--- config.mk ---
export PLATFORM = sky130hd
export DESIGN_NAME = command_line_tokenizer
export DESIGN_NICKNAME = d
export VERILOG_FILES = /design/src/cltok_pkg.sv /design/src/cltok_step.sv /design/src/cltok_obuf.sv /design/src/command_line_tokenizer.sv
export VERILOG_INCLUDE_DIRS = /design/src /design/src/src
export SDC_FILE = /design/constraint.sdc
export NUM_CORES = 1
export LEC_CHECK = 0
export BUFFER_PORTS_ARGS = -buffer_cell sky130_fd_sc_hd__buf_2
export CORE_MARGIN = 2
export CORE_UTILIZATION = 50
export CTS_BUF_LIST = sky130_fd_sc_hd__clkbuf_16
export DETAILED_ROUTE_END_ITERATION = 10
export PLACE_DENSITY = 0.67
export SLEW_MARGIN = 20
export SYNTH_ARGS = -nofsm -noshare
export SYNTH_HDL_FRONTEND = slang
export SYNTH_SLANG_ARGS = --single-unit
--- constraint.sdc ---
create_clock -name clock -period 11.45 [get_ports clock]
set_input_delay 1.145 -clock clock [delete_from_list [all_inputs] [get_ports clock]]
set_output_delay 1.145 -clock clock [all_outputs]
set_load 0.05 [all_outputs]
--- src/command_line_tokenizer_assert.svh ---
// assertion helpers shared by the tokenizer modules
`ifndef COMMAND_LINE_TOKENIZER_ASSERT_SVH
`define COMMAND_LINE_TOKENIZER_ASSERT_SVH

// same-cycle implication, checked out of reset
`define CLTOK_ASSERT(lbl, ante, cons, msg) \
   lbl: assert property (@(posedge clock) disable iff (reset) (ante) |-> (cons)) else $error(msg);

// next-cycle implication, checked out of reset
`define CLTOK_ASSERT_NEXT(lbl, ante, cons, msg) \
   lbl: assert property (@(posedge clock) disable iff (reset) (ante) |=> (cons)) else $error(msg);

`endif

--- src/cltok_pkg.sv ---
package cltok_pkg;

   localparam int MaxLine = 512;
   localparam int ObufDepth = 4;

   // backslash count saturates at one less than the line size, capped by the 9-bit counter
   localparam logic [8:0] BsCap = (MaxLine - 1 > 511) ? 9'd511 : 9'(MaxLine - 1);
   localparam logic [8:0] ArgsCap = 9'd511;
   localparam logic [1:0] QuoteLiteral = 2'd3;

   localparam logic [7:0] ChQuote  = 8'h22;
   localparam logic [7:0] ChBslash = 8'h5C;
   localparam logic [7:0] ChSpace  = 8'h20;
   localparam logic [7:0] ChTab    = 8'h09;
   localparam logic [7:0] ChNul    = 8'h00;

   typedef enum logic [2:0] {
      PH_START       = 3'd0,
      PH_PATH_QUOTED = 3'd1,
      PH_PATH_PLAIN  = 3'd2,
      PH_BETWEEN     = 3'd3,
      PH_IN_ARG      = 3'd4
   } phase_type;

   typedef enum logic [1:0] {
      KIND_BYTES    = 2'd0,
      KIND_ARG_END  = 2'd1,
      KIND_LINE_END = 2'd2,
      KIND_EMPTY    = 2'd3
   } kind_type;

   typedef struct packed {
      kind_type   kind;
      logic [7:0] byte_value;
      logic [8:0] repeat_res;
      logic [8:0] arg_total;
      logic       last;
   } result_type;

   // results of one input word, slot 0 first
   typedef struct packed {
      logic [1:0]       cnt;
      result_type [2:0] res;
   } push_type;

   function automatic result_type mk_res(kind_type k, logic [7:0] b, logic [8:0] r,
                                         logic [8:0] t);
      result_type x;
      x.kind       = k;
      x.byte_value = b;
      x.repeat_res = r;
      x.arg_total  = t;
      x.last       = 1'b0;
      return x;
   endfunction

endpackage

--- src/cltok_step.sv ---
`include "command_line_tokenizer_assert.svh"

module cltok_step (
   input  logic                 clock,
   input  logic                 reset,
   input  logic                 accept,
   input  logic [7:0]           ch,
   output cltok_pkg::push_type  push_data
);

   cltok_pkg::phase_type phase_ff, phase_in;
   logic [1:0] ql_ff, ql_in;
   logic [8:0] bs_ff, bs_in;
   logic       run_ff, run_in;
   logic [8:0] args_ff, args_in;

   logic is_quote, is_bslash, is_ws, is_nul, enter;
   logic [1:0] q_eff, q_inc, q_rel;
   logic [8:0] bs_eff, args_eff;
   logic       run_eff;

   cltok_pkg::result_type [2:0] res_v;
   logic [1:0] n_v;

   assign is_quote  = (ch == cltok_pkg::ChQuote);
   assign is_bslash = (ch == cltok_pkg::ChBslash);
   assign is_ws     = (ch == cltok_pkg::ChSpace) || (ch == cltok_pkg::ChTab);
   assign is_nul    = (ch == cltok_pkg::ChNul);

   // first byte after whitespace opens a new argument with fresh quote state
   assign enter    = (phase_ff == cltok_pkg::PH_BETWEEN);
   assign q_eff    = enter ? 2'd0 : ql_ff;
   assign bs_eff   = enter ? 9'd0 : bs_ff;
   assign run_eff  = enter ? 1'b0 : run_ff;
   assign args_eff = (enter && args_ff < cltok_pkg::ArgsCap) ? args_ff + 9'd1 : args_ff;
   assign q_inc    = q_eff + 2'd1;
   assign q_rel    = (run_eff && q_eff == 2'd2) ? 2'd0 : q_eff;

   // next state
   always_comb begin
      phase_in = phase_ff;
      ql_in    = ql_ff;
      bs_in    = bs_ff;
      run_in   = run_ff;
      args_in  = args_ff;
      if (accept) begin
         case (phase_ff)
            cltok_pkg::PH_PATH_QUOTED, cltok_pkg::PH_PATH_PLAIN: begin
               if ((phase_ff == cltok_pkg::PH_PATH_QUOTED && is_quote) ||
                   (phase_ff == cltok_pkg::PH_PATH_PLAIN && is_ws)) begin
                  phase_in = cltok_pkg::PH_BETWEEN;
               end else if (is_nul) begin
                  phase_in = cltok_pkg::PH_START;
                  ql_in    = 2'd0;
                  bs_in    = 9'd0;
                  run_in   = 1'b0;
                  args_in  = 9'd0;
               end
            end
            cltok_pkg::PH_BETWEEN, cltok_pkg::PH_IN_ARG: begin
               if (enter && is_ws) begin
                  phase_in = phase_ff;
               end else if (enter && is_nul) begin
                  phase_in = cltok_pkg::PH_START;
                  ql_in    = 2'd0;
                  bs_in    = 9'd0;
                  run_in   = 1'b0;
                  args_in  = 9'd0;
               end else begin
                  phase_in = cltok_pkg::PH_IN_ARG;
                  ql_in    = q_eff;
                  bs_in    = bs_eff;
                  run_in   = run_eff;
                  args_in  = args_eff;
                  if (is_quote) begin
                     if (run_eff) begin
                        ql_in = (q_inc == cltok_pkg::QuoteLiteral) ? 2'd0 : q_inc;
                     end else begin
                        if (!bs_eff[0]) ql_in = q_inc;
                        bs_in  = 9'd0;
                        run_in = 1'b1;
                     end
                  end else begin
                     ql_in  = q_rel;
                     run_in = 1'b0;
                     if (is_bslash) begin
                        if (bs_eff < cltok_pkg::BsCap) bs_in = bs_eff + 9'd1;
                     end else if (is_nul) begin
                        phase_in = cltok_pkg::PH_START;
                        ql_in    = 2'd0;
                        bs_in    = 9'd0;
                        args_in  = 9'd0;
                     end else begin
                        bs_in = 9'd0;
                        if (is_ws && q_rel == 2'd0) phase_in = cltok_pkg::PH_BETWEEN;
                     end
                  end
               end
            end
            default: begin
               ql_in  = 2'd0;
               bs_in  = 9'd0;
               run_in = 1'b0;
               if (is_nul) begin
                  phase_in = cltok_pkg::PH_START;
                  args_in  = 9'd0;
               end else begin
                  args_in = 9'd1;
                  if (is_quote)   phase_in = cltok_pkg::PH_PATH_QUOTED;
                  else if (is_ws) phase_in = cltok_pkg::PH_BETWEEN;
                  else            phase_in = cltok_pkg::PH_PATH_PLAIN;
               end
            end
         endcase
      end
   end

   // result list for the current byte
   always_comb begin
      res_v = '0;
      n_v   = 2'd0;
      case (phase_ff)
         cltok_pkg::PH_PATH_QUOTED, cltok_pkg::PH_PATH_PLAIN: begin
            if ((phase_ff == cltok_pkg::PH_PATH_QUOTED && is_quote) ||
                (phase_ff == cltok_pkg::PH_PATH_PLAIN && is_ws)) begin
               res_v[n_v] = cltok_pkg::mk_res(cltok_pkg::KIND_ARG_END, 8'd0, 9'd0, args_ff);
               n_v = n_v + 2'd1;
            end else if (is_nul) begin
               res_v[n_v] = cltok_pkg::mk_res(cltok_pkg::KIND_ARG_END, 8'd0, 9'd0, args_ff);
               n_v = n_v + 2'd1;
               res_v[n_v] = cltok_pkg::mk_res(cltok_pkg::KIND_LINE_END, 8'd0, 9'd0, args_ff);
               n_v = n_v + 2'd1;
            end else begin
               res_v[n_v] = cltok_pkg::mk_res(cltok_pkg::KIND_BYTES, ch, 9'd1, 9'd0);
               n_v = n_v + 2'd1;
            end
         end
         cltok_pkg::PH_BETWEEN, cltok_pkg::PH_IN_ARG: begin
            if (enter && is_ws) begin
               n_v = 2'd0;
            end else if (enter && is_nul) begin
               res_v[n_v] = cltok_pkg::mk_res(cltok_pkg::KIND_LINE_END, 8'd0, 9'd0, args_ff);
               n_v = n_v + 2'd1;
            end else if (is_quote) begin
               if (run_eff) begin
                  if (q_inc == cltok_pkg::QuoteLiteral) begin
                     res_v[n_v] = cltok_pkg::mk_res(cltok_pkg::KIND_BYTES, cltok_pkg::ChQuote,
                                                    9'd1, 9'd0);
                     n_v = n_v + 2'd1;
                  end
               end else begin
                  // half of the held backslashes survive before a quote
                  if (bs_eff[8:1] != 8'd0) begin
                     res_v[n_v] = cltok_pkg::mk_res(cltok_pkg::KIND_BYTES, cltok_pkg::ChBslash,
                                                    {1'b0, bs_eff[8:1]}, 9'd0);
                     n_v = n_v + 2'd1;
                  end
                  if (bs_eff[0]) begin
                     res_v[n_v] = cltok_pkg::mk_res(cltok_pkg::KIND_BYTES, cltok_pkg::ChQuote,
                                                    9'd1, 9'd0);
                     n_v = n_v + 2'd1;
                  end
               end
            end else if (!is_bslash) begin
               if (bs_eff != 9'd0) begin
                  res_v[n_v] = cltok_pkg::mk_res(cltok_pkg::KIND_BYTES, cltok_pkg::ChBslash,
                                                 bs_eff, 9'd0);
                  n_v = n_v + 2'd1;
               end
               if (is_nul) begin
                  res_v[n_v] = cltok_pkg::mk_res(cltok_pkg::KIND_ARG_END, 8'd0, 9'd0, args_eff);
                  n_v = n_v + 2'd1;
                  res_v[n_v] = cltok_pkg::mk_res(cltok_pkg::KIND_LINE_END, 8'd0, 9'd0, args_eff);
                  n_v = n_v + 2'd1;
               end else if (is_ws && q_rel == 2'd0) begin
                  res_v[n_v] = cltok_pkg::mk_res(cltok_pkg::KIND_ARG_END, 8'd0, 9'd0, args_eff);
                  n_v = n_v + 2'd1;
               end else begin
                  res_v[n_v] = cltok_pkg::mk_res(cltok_pkg::KIND_BYTES, ch, 9'd1, 9'd0);
                  n_v = n_v + 2'd1;
               end
            end
         end
         default: begin
            if (is_nul) begin
               res_v[n_v] = cltok_pkg::mk_res(cltok_pkg::KIND_EMPTY, 8'd0, 9'd0, 9'd0);
               n_v = n_v + 2'd1;
            end else if (is_ws) begin
               res_v[n_v] = cltok_pkg::mk_res(cltok_pkg::KIND_ARG_END, 8'd0, 9'd0, 9'd1);
               n_v = n_v + 2'd1;
            end else if (!is_quote) begin
               res_v[n_v] = cltok_pkg::mk_res(cltok_pkg::KIND_BYTES, ch, 9'd1, 9'd0);
               n_v = n_v + 2'd1;
            end
         end
      endcase
      if (n_v != 2'd0) res_v[n_v - 2'd1].last = 1'b1;
   end

   assign push_data.cnt = n_v;
   assign push_data.res = res_v;

   always_ff @(posedge clock) begin
      if (reset) begin
         phase_ff <= cltok_pkg::PH_START;
         ql_ff    <= 2'd0;
         bs_ff    <= 9'd0;
         run_ff   <= 1'b0;
         args_ff  <= 9'd0;
      end else begin
         phase_ff <= phase_in;
         ql_ff    <= ql_in;
         bs_ff    <= bs_in;
         run_ff   <= run_in;
         args_ff  <= args_in;
      end
   end

   `CLTOK_ASSERT_NEXT(a_line_end_clears, accept && is_nul, phase_ff == cltok_pkg::PH_START && args_ff == 9'd0 && bs_ff == 9'd0, "line end did not return to start of line")

endmodule

--- src/cltok_obuf.sv ---
`include "command_line_tokenizer_assert.svh"

module cltok_obuf (
   input  logic                  clock,
   input  logic                  reset,
   input  logic                  push,
   input  cltok_pkg::push_type   push_data,
   input  logic                  pop,
   output cltok_pkg::result_type head,
   output logic                  valid,
   output logic                  ready
);

   cltok_pkg::result_type ent_ff [cltok_pkg::ObufDepth];
   cltok_pkg::result_type ent_in [cltok_pkg::ObufDepth];
   logic [2:0] cnt_ff, cnt_in;
   logic [1:0] base;

   // shift out the head, then append the new words behind what remains
   always_comb begin
      for (int i = 0; i < cltok_pkg::ObufDepth - 1; i++) begin
         ent_in[i] = pop ? ent_ff[i + 1] : ent_ff[i];
      end
      ent_in[cltok_pkg::ObufDepth - 1] = ent_ff[cltok_pkg::ObufDepth - 1];
      base = 2'(cnt_ff - {2'b00, pop});
      if (push) begin
         for (int j = 0; j < 3; j++) begin
            if (2'(j) < push_data.cnt) ent_in[2'(base + 2'(j))] = push_data.res[j];
         end
      end
      cnt_in = cnt_ff - {2'b00, pop} + (push ? {1'b0, push_data.cnt} : 3'd0);
   end

   assign head  = ent_ff[0];
   assign valid = (cnt_ff != 3'd0);
   assign ready = (cnt_ff <= 3'd1);

   always_ff @(posedge clock) begin
      for (int i = 0; i < cltok_pkg::ObufDepth; i++) ent_ff[i] <= ent_in[i];
   end

   always_ff @(posedge clock) begin
      if (reset) cnt_ff <= 3'd0;
      else       cnt_ff <= cnt_in;
   end

   `CLTOK_ASSERT(a_push_room, push, cnt_ff <= 3'd1, "push with too little room")
   `CLTOK_ASSERT(a_cnt_range, 1'b1, cnt_ff <= 3'(cltok_pkg::ObufDepth), "word count out of range")
   `CLTOK_ASSERT_NEXT(a_push_shows, push && push_data.cnt != 2'd0, valid, "pushed words not shown")

endmodule

--- src/command_line_tokenizer.sv ---
// command_line_tokenizer: one command-line byte per input word, argument events out
// output: the first result word of a byte is registered in the result queue and is valid
//   in the cycle after the byte is accepted, behind at most one word still waiting there
// throughput: 1 byte per cycle while each byte gives at most one word and rsp_tready is
//   high; a byte that gives 2 or 3 words holds req_tready low until at most one word is
//   left in the 4-entry result queue
// reset: synchronous, active high; start of line, zero backslashes, zero arguments,
//   result queue empty
module command_line_tokenizer (
   input  logic        clock,
   input  logic        reset,
   // input channel
   input  logic        req_tvalid,
   output logic        req_tready,
   input  logic [7:0]  req_tdata,   // [7:0] ch
   // result channel
   output logic        rsp_tvalid,
   input  logic        rsp_tready,
   output logic [31:0] rsp_tdata,   // [1:0] kind, [9:2] byte_value, [18:10] repeat_res,
                                    // [27:19] arg_total, [31:28] zero
   output logic        rsp_tlast    // final word caused by one input byte
);

   logic                  accept;
   logic                  pop;
   cltok_pkg::push_type   push_data;
   cltok_pkg::result_type head;

   // byte taken only when the queue can absorb a worst-case three-word burst
   assign accept = req_tvalid && req_tready;
   assign pop    = rsp_tvalid && rsp_tready;

   // parser state and the combinational result list for this byte
   cltok_step u_step (
      .clock     (clock),
      .reset     (reset),
      .accept    (accept),
      .ch        (req_tdata),
      .push_data (push_data)
   );

   // registered result queue, decouples the two channels
   cltok_obuf u_obuf (
      .clock     (clock),
      .reset     (reset),
      .push      (accept),
      .push_data (push_data),
      .pop       (pop),
      .head      (head),
      .valid     (rsp_tvalid),
      .ready     (req_tready)
   );

   assign rsp_tdata = {4'b0000, head.arg_total, head.repeat_res, head.byte_value, head.kind};
   assign rsp_tlast = head.last;

endmodule

### Yosys cells after proc, flatten, opt, wreduce, memory -nomap -nowiden

Memory sizes are Yosys's and may differ from the RTL's.
Cells that the tools add are included.

| operators by class | value |
|---|---|
| mux-type cells | 141 |
| shift operators | 0 |
| bitwise gates (word level) | 6 |
| $add $sub $neg | 11 |
| reduce and logical (&&, ||, !) cells | 28 |
| divide/modulo/power cells | 0 |
| magnitude comparators | 20 |
| multipliers | 0 |
| eq/ne operators | 14 |

Operators with widths:

| operator | count |
|---|---|
| 29-bit 2-to-1 mux | 27 |
| 116-bit 2-to-1 mux | 6 |
| 87-bit 2-to-1 mux | 7 |
| 29-bit demux with 2-bit select | 7 |
| 116-bit bitwise mux | 3 |
| 87-bit bitwise mux | 4 |
| 9-bit 2-to-1 mux | 15 |
| 58-bit 2-to-1 mux | 2 |
| 29-bit one-hot mux with 2 select lines | 2 |
| 26-bit by 78-bit AND with 78-bit output | 1 |
| 78-bit NOT | 1 |
| 2-bit 2-to-1 mux | 34 |
| 26-bit 2-to-1 mux | 2 |
| 9-bit one-hot mux with 2 select lines | 2 |
| 3-bit 2-to-1 mux | 10 |
| 28-bit 2-to-1 mux | 1 |
| 27-bit 2-to-1 mux | 1 |
| 25-bit 2-to-1 mux | 1 |
| 9-bit by 1-bit adder with 9-bit output, second input constant | 2 |
| 9-bit less-than comparator, second input constant | 2 |
| 8-bit by 6-bit equality test with 1-bit output, second input constant | 2 |
| 1-bit logical AND | 16 |
| 1-bit 2-to-1 mux | 13 |
| 2-bit by 3-bit less-than comparator with 1-bit output, second input constant | 4 |
| other kinds (35) | 55 |

| storage, ports and cells | value |
|---|---|
| register bits after elaboration | 27 |
| input port bits | 12 |
| memories kept | 1 |
| ROM bits | 0 |
| bits in writable memories | 116 |
| latch bits | 0 |
| logic and storage cells | 227 |
| output and inout port bits | 35 |

Memory list:

| name | depth | width | read ports | clocked after memory_dff | write ports | RTL line | source |
|---|---|---|---|---|---|---|---|
| u_obuf.ent_ff | 4 | 29 | 4 | 0 | 4 | cltok_obuf.sv:14 | `cltok_pkg::result_type ent_ff [cltok_pkg::ObufDepth];` |

### Depth between registers and ports, before layout

Gate-level depths: netlist (run 1).

| logic depth | value |
|---|---|
| depth in word-level cells | 33 |
| depth in mapped cells | 20 |
| mapped depth without buffers | 16 |

### By module

Synthesis (run 1) repeated with hierarchy kept, for this count alone.

| unflattened totals | value |
|---|---|
| cells, all modules | 1382 |
| area, all modules | 11143.2 um^2 |

By module, submodules not included:

| module | times used | area an instance (um^2) | cells an instance | sequential area each (um^2) |
|---|---|---|---|---|
| cltok_obuf | 1 | 7916.3 | 881 | 2672.6 |
| cltok_step | 1 | 3180.6 | 494 | 480.5 |
| command_line_tokenizer | 1 | 46.3 | 7 | 0.0 |

### Worst setup path after synthesis (run 1)

OpenSTA, ideal clock, no wires.

| path | value |
|---|---|
| kind | reg2reg |
| start | register u_obuf.cnt_ff[2] |
| end | memory u_obuf.ent_ff[0][27] (netlist bit) |
| data arrival time | 5.233 ns |
| setup slack | 6.080 ns |
| data required time | 11.314 ns |
| period minus slack after synthesis | 5.370 ns |
| stages on the path, launching flop included | 19 |
| cell sequence | dfxtp_1 nor2_1 nand2_1 nand2_1 buf_2 buf_2 buf_1 inv_1 ha_1 ha_1 clkbuf_1 inv_1 clkbuf_1 nand2_1 a211oi_2 clkbuf_1 nand2_1 a31oi_1 o32ai_1 |

RTL lines:

| item | RTL line | source |
|---|---|---|
| start: declaration | cltok_obuf.sv:16 | `logic [2:0] cnt_ff, cnt_in;` |
| start signal: assignment | cltok_obuf.sv:44 | `else cnt_ff <= cnt_in;` |
| end: declaration | cltok_obuf.sv:14 |  |

==> results of run 1 <==
-- registers in the layout (all words and copies together) (netlist names) --
signal           flops
u_step.run_ff        1
u_obuf.ent_ff      116
u_step.phase_ff      3
u_obuf.cnt_ff        3
u_step.bs_ff         9
u_step.ql_ff         2
u_step.args_ff       9
-- report_power, final --
| part | internal, uW | switching, uW | leakage, uW | total, uW |
|---|---|---|---|---|
| clock network | 294 | 268 | 0.000284 | 562 |
| registers | 749 | 137 | 0.00122 | 885 |
| logic | 638 | 1020 | 0.00295 | 1650 |
| total | 1680 | 1420 | 0.00446 | 3100 |
-- placed cells by master (no fill, tap or decap), types with 23 or more instances in the layout --
master	netlist	routed
sky130_fd_sc_hd__a21oi_1	78	77
sky130_fd_sc_hd__a31oi_1	37	37
sky130_fd_sc_hd__buf_2	34	42
sky130_fd_sc_hd__buf_4	15	23
sky130_fd_sc_hd__dfxtp_1	114	114
sky130_fd_sc_hd__edfxtp_1	29	29
sky130_fd_sc_hd__mux2_2	44	44
sky130_fd_sc_hd__mux2i_1	94	94
sky130_fd_sc_hd__nand2_1	134	132
sky130_fd_sc_hd__nand3_1	38	38
sky130_fd_sc_hd__nor2_1	93	93
sky130_fd_sc_hd__nor3_1	29	29
sky130_fd_sc_hd__o21ai_0	52	51
sky130_fd_sc_hd__o22ai_1	63	63
-- final cells by class --
class / count / area (um^2) / share of cell area
clock inverters: 15 / 166 / 0.0144
inverters: 23 / 87.6 / 0.00757
repair buffers: 65 / 383 / 0.0331
clock buffers: 17 / 425 / 0.0368
flip-flops and latches: 143 / 3150 / 0.272
multi-input cells: 1017 / 7010 / 0.606
well taps: 275 / 344 / 0.0297
-- cell families (layout without fill, tap and decap cells) --
group | count (synthesis) | in the layout | share of synthesized area
buffers and inverters | 135 | 120 | 0.0590
adders and majority gates | 16 | 16 | 0.0193
DFF | 143 | 143 | 0.293
xor gates and xnor gates | 8 | 8 | 0.00650
other | 1 | 4 | 0.000348
AOI/OAI and AO/OA | 452 | 452 | 0.302
and+or+nand+nor | 395 | 395 | 0.183
muxes | 142 | 142 | 0.137
-- metrics by stage --
stage	total power [uW]	hold slack [ps]	cell area (um^2)
after CTS	3070	502	11600
after global routing	3270	535	11600
after floorplan	2150	474	10800
after global placement	2480	484	11000
after detailed placement	2510	491	11000
final	3100	502	11600
-- worst max-delay path, cell delays in order (launching register included) --
cell	delay, ps
sky130_fd_sc_hd__dfxtp_1	700
sky130_fd_sc_hd__nand3b_1	420
sky130_fd_sc_hd__and2_1	240
sky130_fd_sc_hd__inv_1	50
sky130_fd_sc_hd__ha_1	220
sky130_fd_sc_hd__nor4b_1	170
sky130_fd_sc_hd__a22oi_2	350
sky130_fd_sc_hd__inv_1	200
sky130_fd_sc_hd__ha_1	250
sky130_fd_sc_hd__or3_1	540
sky130_fd_sc_hd__a211oi_2	790
sky130_fd_sc_hd__nand2_1	500
sky130_fd_sc_hd__nand2_1	620
sky130_fd_sc_hd__o32ai_1	200
-- worst min-delay path by stage --
stage | from | end | slack [ps] | cells past startpoint
4_1_cts | u_step.ql_ff[0] | u_step.ql_ff[0] | 500 | 2
3_3_place_gp | u_step.ql_ff[0] | u_step.ql_ff[0] | 480 | 2
6_report | u_step.ql_ff[0] | u_step.ql_ff[0] | 500 | 2
3_5_place_dp | u_step.ql_ff[0] | u_step.ql_ff[0] | 490 | 2
5_1_grt | u_step.ql_ff[0] | u_step.ql_ff[0] | 540 | 2
2_1_floorplan | u_step.ql_ff[0] | u_step.ql_ff[0] | 470 | 2
-- per-layer routing --
layer / track usage / up-vias
li1: - / 4944
met1: 0.462 / 5191
met2: 0.465 / 669
met3: 0.0895 / 77
met4: 0.0888 / 0
met5: 0 / -
==> results.tsv, run 1 <==
metric	value	unit
wl	36.8	mm
synth_warnings	0	
number_of_global_route_vias_before_repair	9532	
r2r_start	u_step.phase_ff[2]	
fin_crit_sh	0.484	
fillerInstances	1957	
finish.cell_count_without_fillers	1555	
timing.max_cap.violations	0	
synth_edf_count	29	
grt_antenna_before_repair	0	
timing_worst_slew_pin_value	1150	ps
floorplan.io_pins	47	
syn_area	0.0108	mm^2
postSynth.topFlopCell	sky130_fd_sc_hd__dfxtp_1	
n_antenna_cell	0	
synthMostInstantiatedCell	sky130_fd_sc_hd__nand2_1	
synth_area_leaders	sky130_fd_sc_hd__dfxtp_1, sky130_fd_sc_hd__mux2i_1, sky130_fd_sc_hd__edfxtp_1, sky130_fd_sc_hd__nand2_1, sky130_fd_sc_hd__mux2_2	
highest_layer	met4	
dp_hpwl	25.7	mm
synthesis.instances	1292	
worstReg2RegEnd	u_obuf.ent_ff[3][23]	
drt-pass1-iter-count	6	
cts-htree-levels	4	
critPathKind	reg -> reg	
largest_net_degree_at_the_start_of_global_routing	69	
route.vias.total	10900	
regToRegSetupSlack	5900	ps
cts_hold_buffers	0	
detail_route.vias_per_cell	7.00	
post_cts_resize_count	0	
ys_seq_elements	143	
drive_above_1_share	0.159	
cts-root-to-sink-buffers	2	
power.density_cell_area	268	mW/mm^2
net_count_final	1295	
route.antenna.remaining_nets	0	
hold_viol_final	0	
standard_cell_core_area	0.0211	mm^2
yosysUniqueCellTypes	104	
met3WireLength	4.36	mm
setup.worst_path.end_class	flop	
die_x	151	um
critPathRequiredTime	11590	ps
worstSetupStartpoint	u_step.phase_ff[2]	
run_status	finished, final reports clean	
post-route-util	0.549	
clkSlewWorstSetupHoldPaths	70	ps
die_ar	0.0227	mm^2
die_h	151	um
row_count	53	
start_kind	flop	
worstPathArrival	5690	ps
synth_top_cells_by_count	sky130_fd_sc_hd__nand2_1, sky130_fd_sc_hd__dfxtp_1, sky130_fd_sc_hd__mux2i_1	
max_clock_freq	0.180	GHz
areaGrowthSynthToFinish	7.38	%
peakVddDrop	0.116	mV
detailedRoute.firstIterationViolations	1552	
cts.repair_timing.setup_buffer_count	0	
timing.reg2reg.worst_path_depth	13	
global_route_wire_length_before_repair	56.2	mm
detail_route.drc_violations	0	
m1WireLength	16.0	mm
slew_violations	0	
final.setup.worst_slack	5900	ps
max-slew-margin-rel	0.225	
final.setup_skew	13.6	ps
final_setup_violating_endpoints	0	
post_synth.cell_area_avg	8.34	um^2
worst-path-max-fanout	21	
root_buffer	sky130_fd_sc_hd__clkbuf_16	
clock_insertion_delay_worst_skew	430	ps
place_inst	1523	
rsz0062_at_grt	false	
globalRouteOverflowTotal	0	
power.static_leakage	0.00446	uW
finalWorstPathRequiredPeriod	5550	ps
setup_slack_after_placement	6110	ps
cts_tree	done	
routedWlPerCell	23.7	um
floorplan.initialDensity	0.511	
critPathCapture	u_obuf.ent_ff[3][23]	
track_usage	0.320	
route.met2.wl	15.6	mm
yosys.area.top_type	sky130_fd_sc_hd__dfxtp_1	
place.port_buffers	42	
clock-sinks	143	
synthDominantCellAreaShare	0.212	
place.gp.congestion	1.01	
synth-seq-area-share	0.293	
min-delay-path-class	reg -> reg	
cts_buffers	17	
asyncSetResetFlopFracSynth	0	
final.setup.tns	0	ps
Note: power is estimated with default switching activity, not from simulation.
==> run 2, diff against run 1 <==
Settings changed: ABC_AREA from default to 1.
Clock period 11.45 ns to 5.45 ns, I/O delays scaled along.
==> run 2 against run 1 <==
Compared with the run above:
- global-route usage decreased by 2.1 points
- first-iteration DRC count decreased by 17%
- worst setup slack got worse by 4900 ps
- sequential share of layout area decreased by 0.19 points
- non-clock buffer count decreased by 11
- largest power group unchanged
- highest routed layer unchanged
==> results.tsv, run 2 <==
metric	value	unit
worstPathArrival	4650	ps
cts-root-to-sink-buffers	2	
yosysUniqueCellTypes	51	
fillerInstances	2195	
track_usage	0.299	
final_setup_violating_endpoints	0	
crit_path_max_incr_delay	440	ps
grt_antenna_before_repair	0	
detailedRoute.firstIterationViolations	1283	
row_count	54	
synth-seq-area-share	0.289	
ys_seq_elements	143	
setup.worst_path.end_class	flop	
asyncSetResetFlopFracSynth	0	
critPathRequiredTime	5620	ps
synth_warnings	0	
run_status	finished, final reports clean	
cts.repair_timing.setup_buffer_count	0	
synth_area_leaders	sky130_fd_sc_hd__dfxtp_1, sky130_fd_sc_hd__nand2_1, sky130_fd_sc_hd__edfxtp_1, sky130_fd_sc_hd__nand3_1, sky130_fd_sc_hd__a21oi_1	
floorplan.io_pins	47	
registers.top_by_ff_count	u_obuf.ent_ff	
globalRouteOverflowTotal	0	
critical-path-slowest-cell	sky130_fd_sc_hd__inv_1	
clock-sinks	143	
clock_insertion_delay_worst_skew	440	ps
crit_family	simple AND/OR/NAND/NOR gates	
drt-pass1-iter-count	6	
wl	33.9	mm
die_ar	0.0230	mm^2
drive_above_1_share	0.125	
n_antenna_cell	0	
finalWorstPathRequiredPeriod	4480	ps
clkSlewWorstSetupHoldPaths	70	ps
final.setup_skew	10.5	ps
cts_hold_buffers	0	
die_h	152	um
synthDominantCellAreaShare	0.209	
timing_worst_slew_pin_value	1050	ps
route.antenna.remaining_nets	0	
critPathKind	reg -> reg	
fin_crit_sh	0.822	
largest_net_degree_at_the_start_of_global_routing	103	
detail_route.vias_per_cell	5.74	
critPathBufInv	7	
power.static_leakage	0.00578	uW
hold_viol_final	0	
number_of_global_route_vias_before_repair	10000	
postSynth.topFlopCell	sky130_fd_sc_hd__dfxtp_1	
timing.max_cap.violations	0	
layout.cells.most_common	sky130_fd_sc_hd__nand2_1	
root_buffer	sky130_fd_sc_hd__clkbuf_16	
floorplan.initialDensity	0.504	
yosys.area.top_type	sky130_fd_sc_hd__dfxtp_1	
standard_cell_core_area	0.0216	mm^2
route.vias.total	11300	
peakVddDrop	0.581	mV
crit_path_cell_trace	nand3_4 > inv_2 > nor2_1 > buf_4 > inv_1 > ha_1 > nand2_1 > nor2_1 > nand2_1 > inv_2 > ha_1 > inv_1 > nand2_1 > nand2_1 > nand4_4 > nand2_8 > nand2_4 > inv_1 > nor2_2 > inv_1 > a21oi_1 > nor2_1	
synth_edf_count	29	
dp_hpwl	23.6	mm
max-slew-margin-rel	0.295	
power	7490	uW
worst-path-max-fanout	35	
cts_tree	done	
synth_top_cells_by_count	sky130_fd_sc_hd__nand2_1, sky130_fd_sc_hd__nand3_1, sky130_fd_sc_hd__a21oi_1	
min-delay-path-class	reg -> reg	
cts-htree-levels	4	
cts_buffers	17	
detail_route.drc_violations	0	
layout_top_registers	u_obuf.ent_ff x116, u_step.args_ff x9, u_step.bs_ff x9	
syn_area	0.0109	mm^2
largest_register_ffs	116	
place.port_buffers	42	
synthMostInstantiatedCell	sky130_fd_sc_hd__nand2_1	
final.setup.tns	0	ps
net_count_final	1699	
place.gp.congestion	0.968	
rsz0062_at_grt	false	
routedWlPerCell	17.3	um
start_kind	flop	
areaGrowthSynthToFinish	6.92	%
max_clock_freq	0.223	GHz
die_x	152	um
slew_violations	0	
layout.cells.most_common_list	sky130_fd_sc_hd__nand2_1, sky130_fd_sc_hd__nand3_1, sky130_fd_sc_hd__a21oi_1	
power.density_cell_area	642	mW/mm^2
global_route_wire_length_before_repair	53.8	mm
post_synth.cell_area_avg	6.46	um^2
post_cts_resize_count	0	
synthesis.instances	1686	
run 2: worst register-to-register path: stages, from the launching register on:
cell and delay (ps):
sky130_fd_sc_hd__dfxtp_1 400, sky130_fd_sc_hd__nand3_4 230, sky130_fd_sc_hd__inv_2 250, sky130_fd_sc_hd__nor2_1 60, sky130_fd_sc_hd__buf_4 170, sky130_fd_sc_hd__inv_1 150, sky130_fd_sc_hd__ha_1 170, sky130_fd_sc_hd__nand2_1 50
sky130_fd_sc_hd__nor2_1 150, sky130_fd_sc_hd__nand2_1 250, sky130_fd_sc_hd__inv_2 210, sky130_fd_sc_hd__ha_1 160, sky130_fd_sc_hd__inv_1 40, sky130_fd_sc_hd__nand2_1 50, sky130_fd_sc_hd__nand2_1 100, sky130_fd_sc_hd__nand4_4 140
sky130_fd_sc_hd__nand2_8 90, sky130_fd_sc_hd__nand2_4 350, sky130_fd_sc_hd__inv_1 450, sky130_fd_sc_hd__nor2_2 440, sky130_fd_sc_hd__inv_1 110, sky130_fd_sc_hd__a21oi_1 130, sky130_fd_sc_hd__nor2_1 50
run 2: logic make-up (layout without fill, tap and decap cells):
group,after synthesis,in the layout,synth area share
muxes,59,59,0.0542
and+or+nand+nor,906,906,0.375
xor gates and xnor gates,8,8,0.00643
other,1,4,0.000344
adders and majority gates,16,16,0.0191
AOI/OAI and AO/OA,325,325,0.160
DFF,143,143,0.289
buffers and inverters,228,223,0.0957
run 2: layout make-up:
type / count / area (um^2) / area share
Tap cell: 280 / 350 / 0.0301
Clock inverter: 15 / 160 / 0.0137
Timing Repair Buffer: 54 / 320 / 0.0275
Sequential cell: 143 / 3150 / 0.271
Clock buffer: 17 / 425 / 0.0365
Multi-Input combinational cell: 1318 / 6720 / 0.577
Inverter: 137 / 520 / 0.0447
run 2: worst paths after layout:
path	depth (start not counted)	endpoint	start	slack (ps)
worst max-delay path	22	u_obuf.ent_ff[3][0]	u_step.phase_ff[0]	970
worst min-delay path	2	u_step.bs_ff[1]	u_step.bs_ff[1]	470
worst max register to register	22	u_obuf.ent_ff[3][0]	u_step.phase_ff[0]	970
worst min register to register	2	u_step.bs_ff[1]	u_step.bs_ff[1]	470
run 2: metrics by stage:
stage                     utilization  area [um^2]  std cells  hold slack, ps  setup WS [ps]
final                           0.539        11700       1964             475            970
after global routing            0.539        11700       1964             511            537
after CTS                       0.538        11600       1963             477           1040
after detailed placement        0.511        11000       1931             466           1050
after global placement          0.511        11000       1931             463           1210
after floorplan                     -        10900       1689             445           1410
run 2: where the power goes:
part	internal, uW	switching [uW]	total [uW]
sequential	1600	238	1840
clock	618	579	1200
combinational	1490	2960	4450
run 2: layer usage:
metal	share of wire	track usage	wire, um	vias to the layer above
met2	0.42	0.433	14200	578
met4	0.020	0.0958	663	0
met5	0	0	0	-
li1	-	-	-	5536
met1	0.46	0.437	15500	5106
met3	0.10	0.0683	3460	51
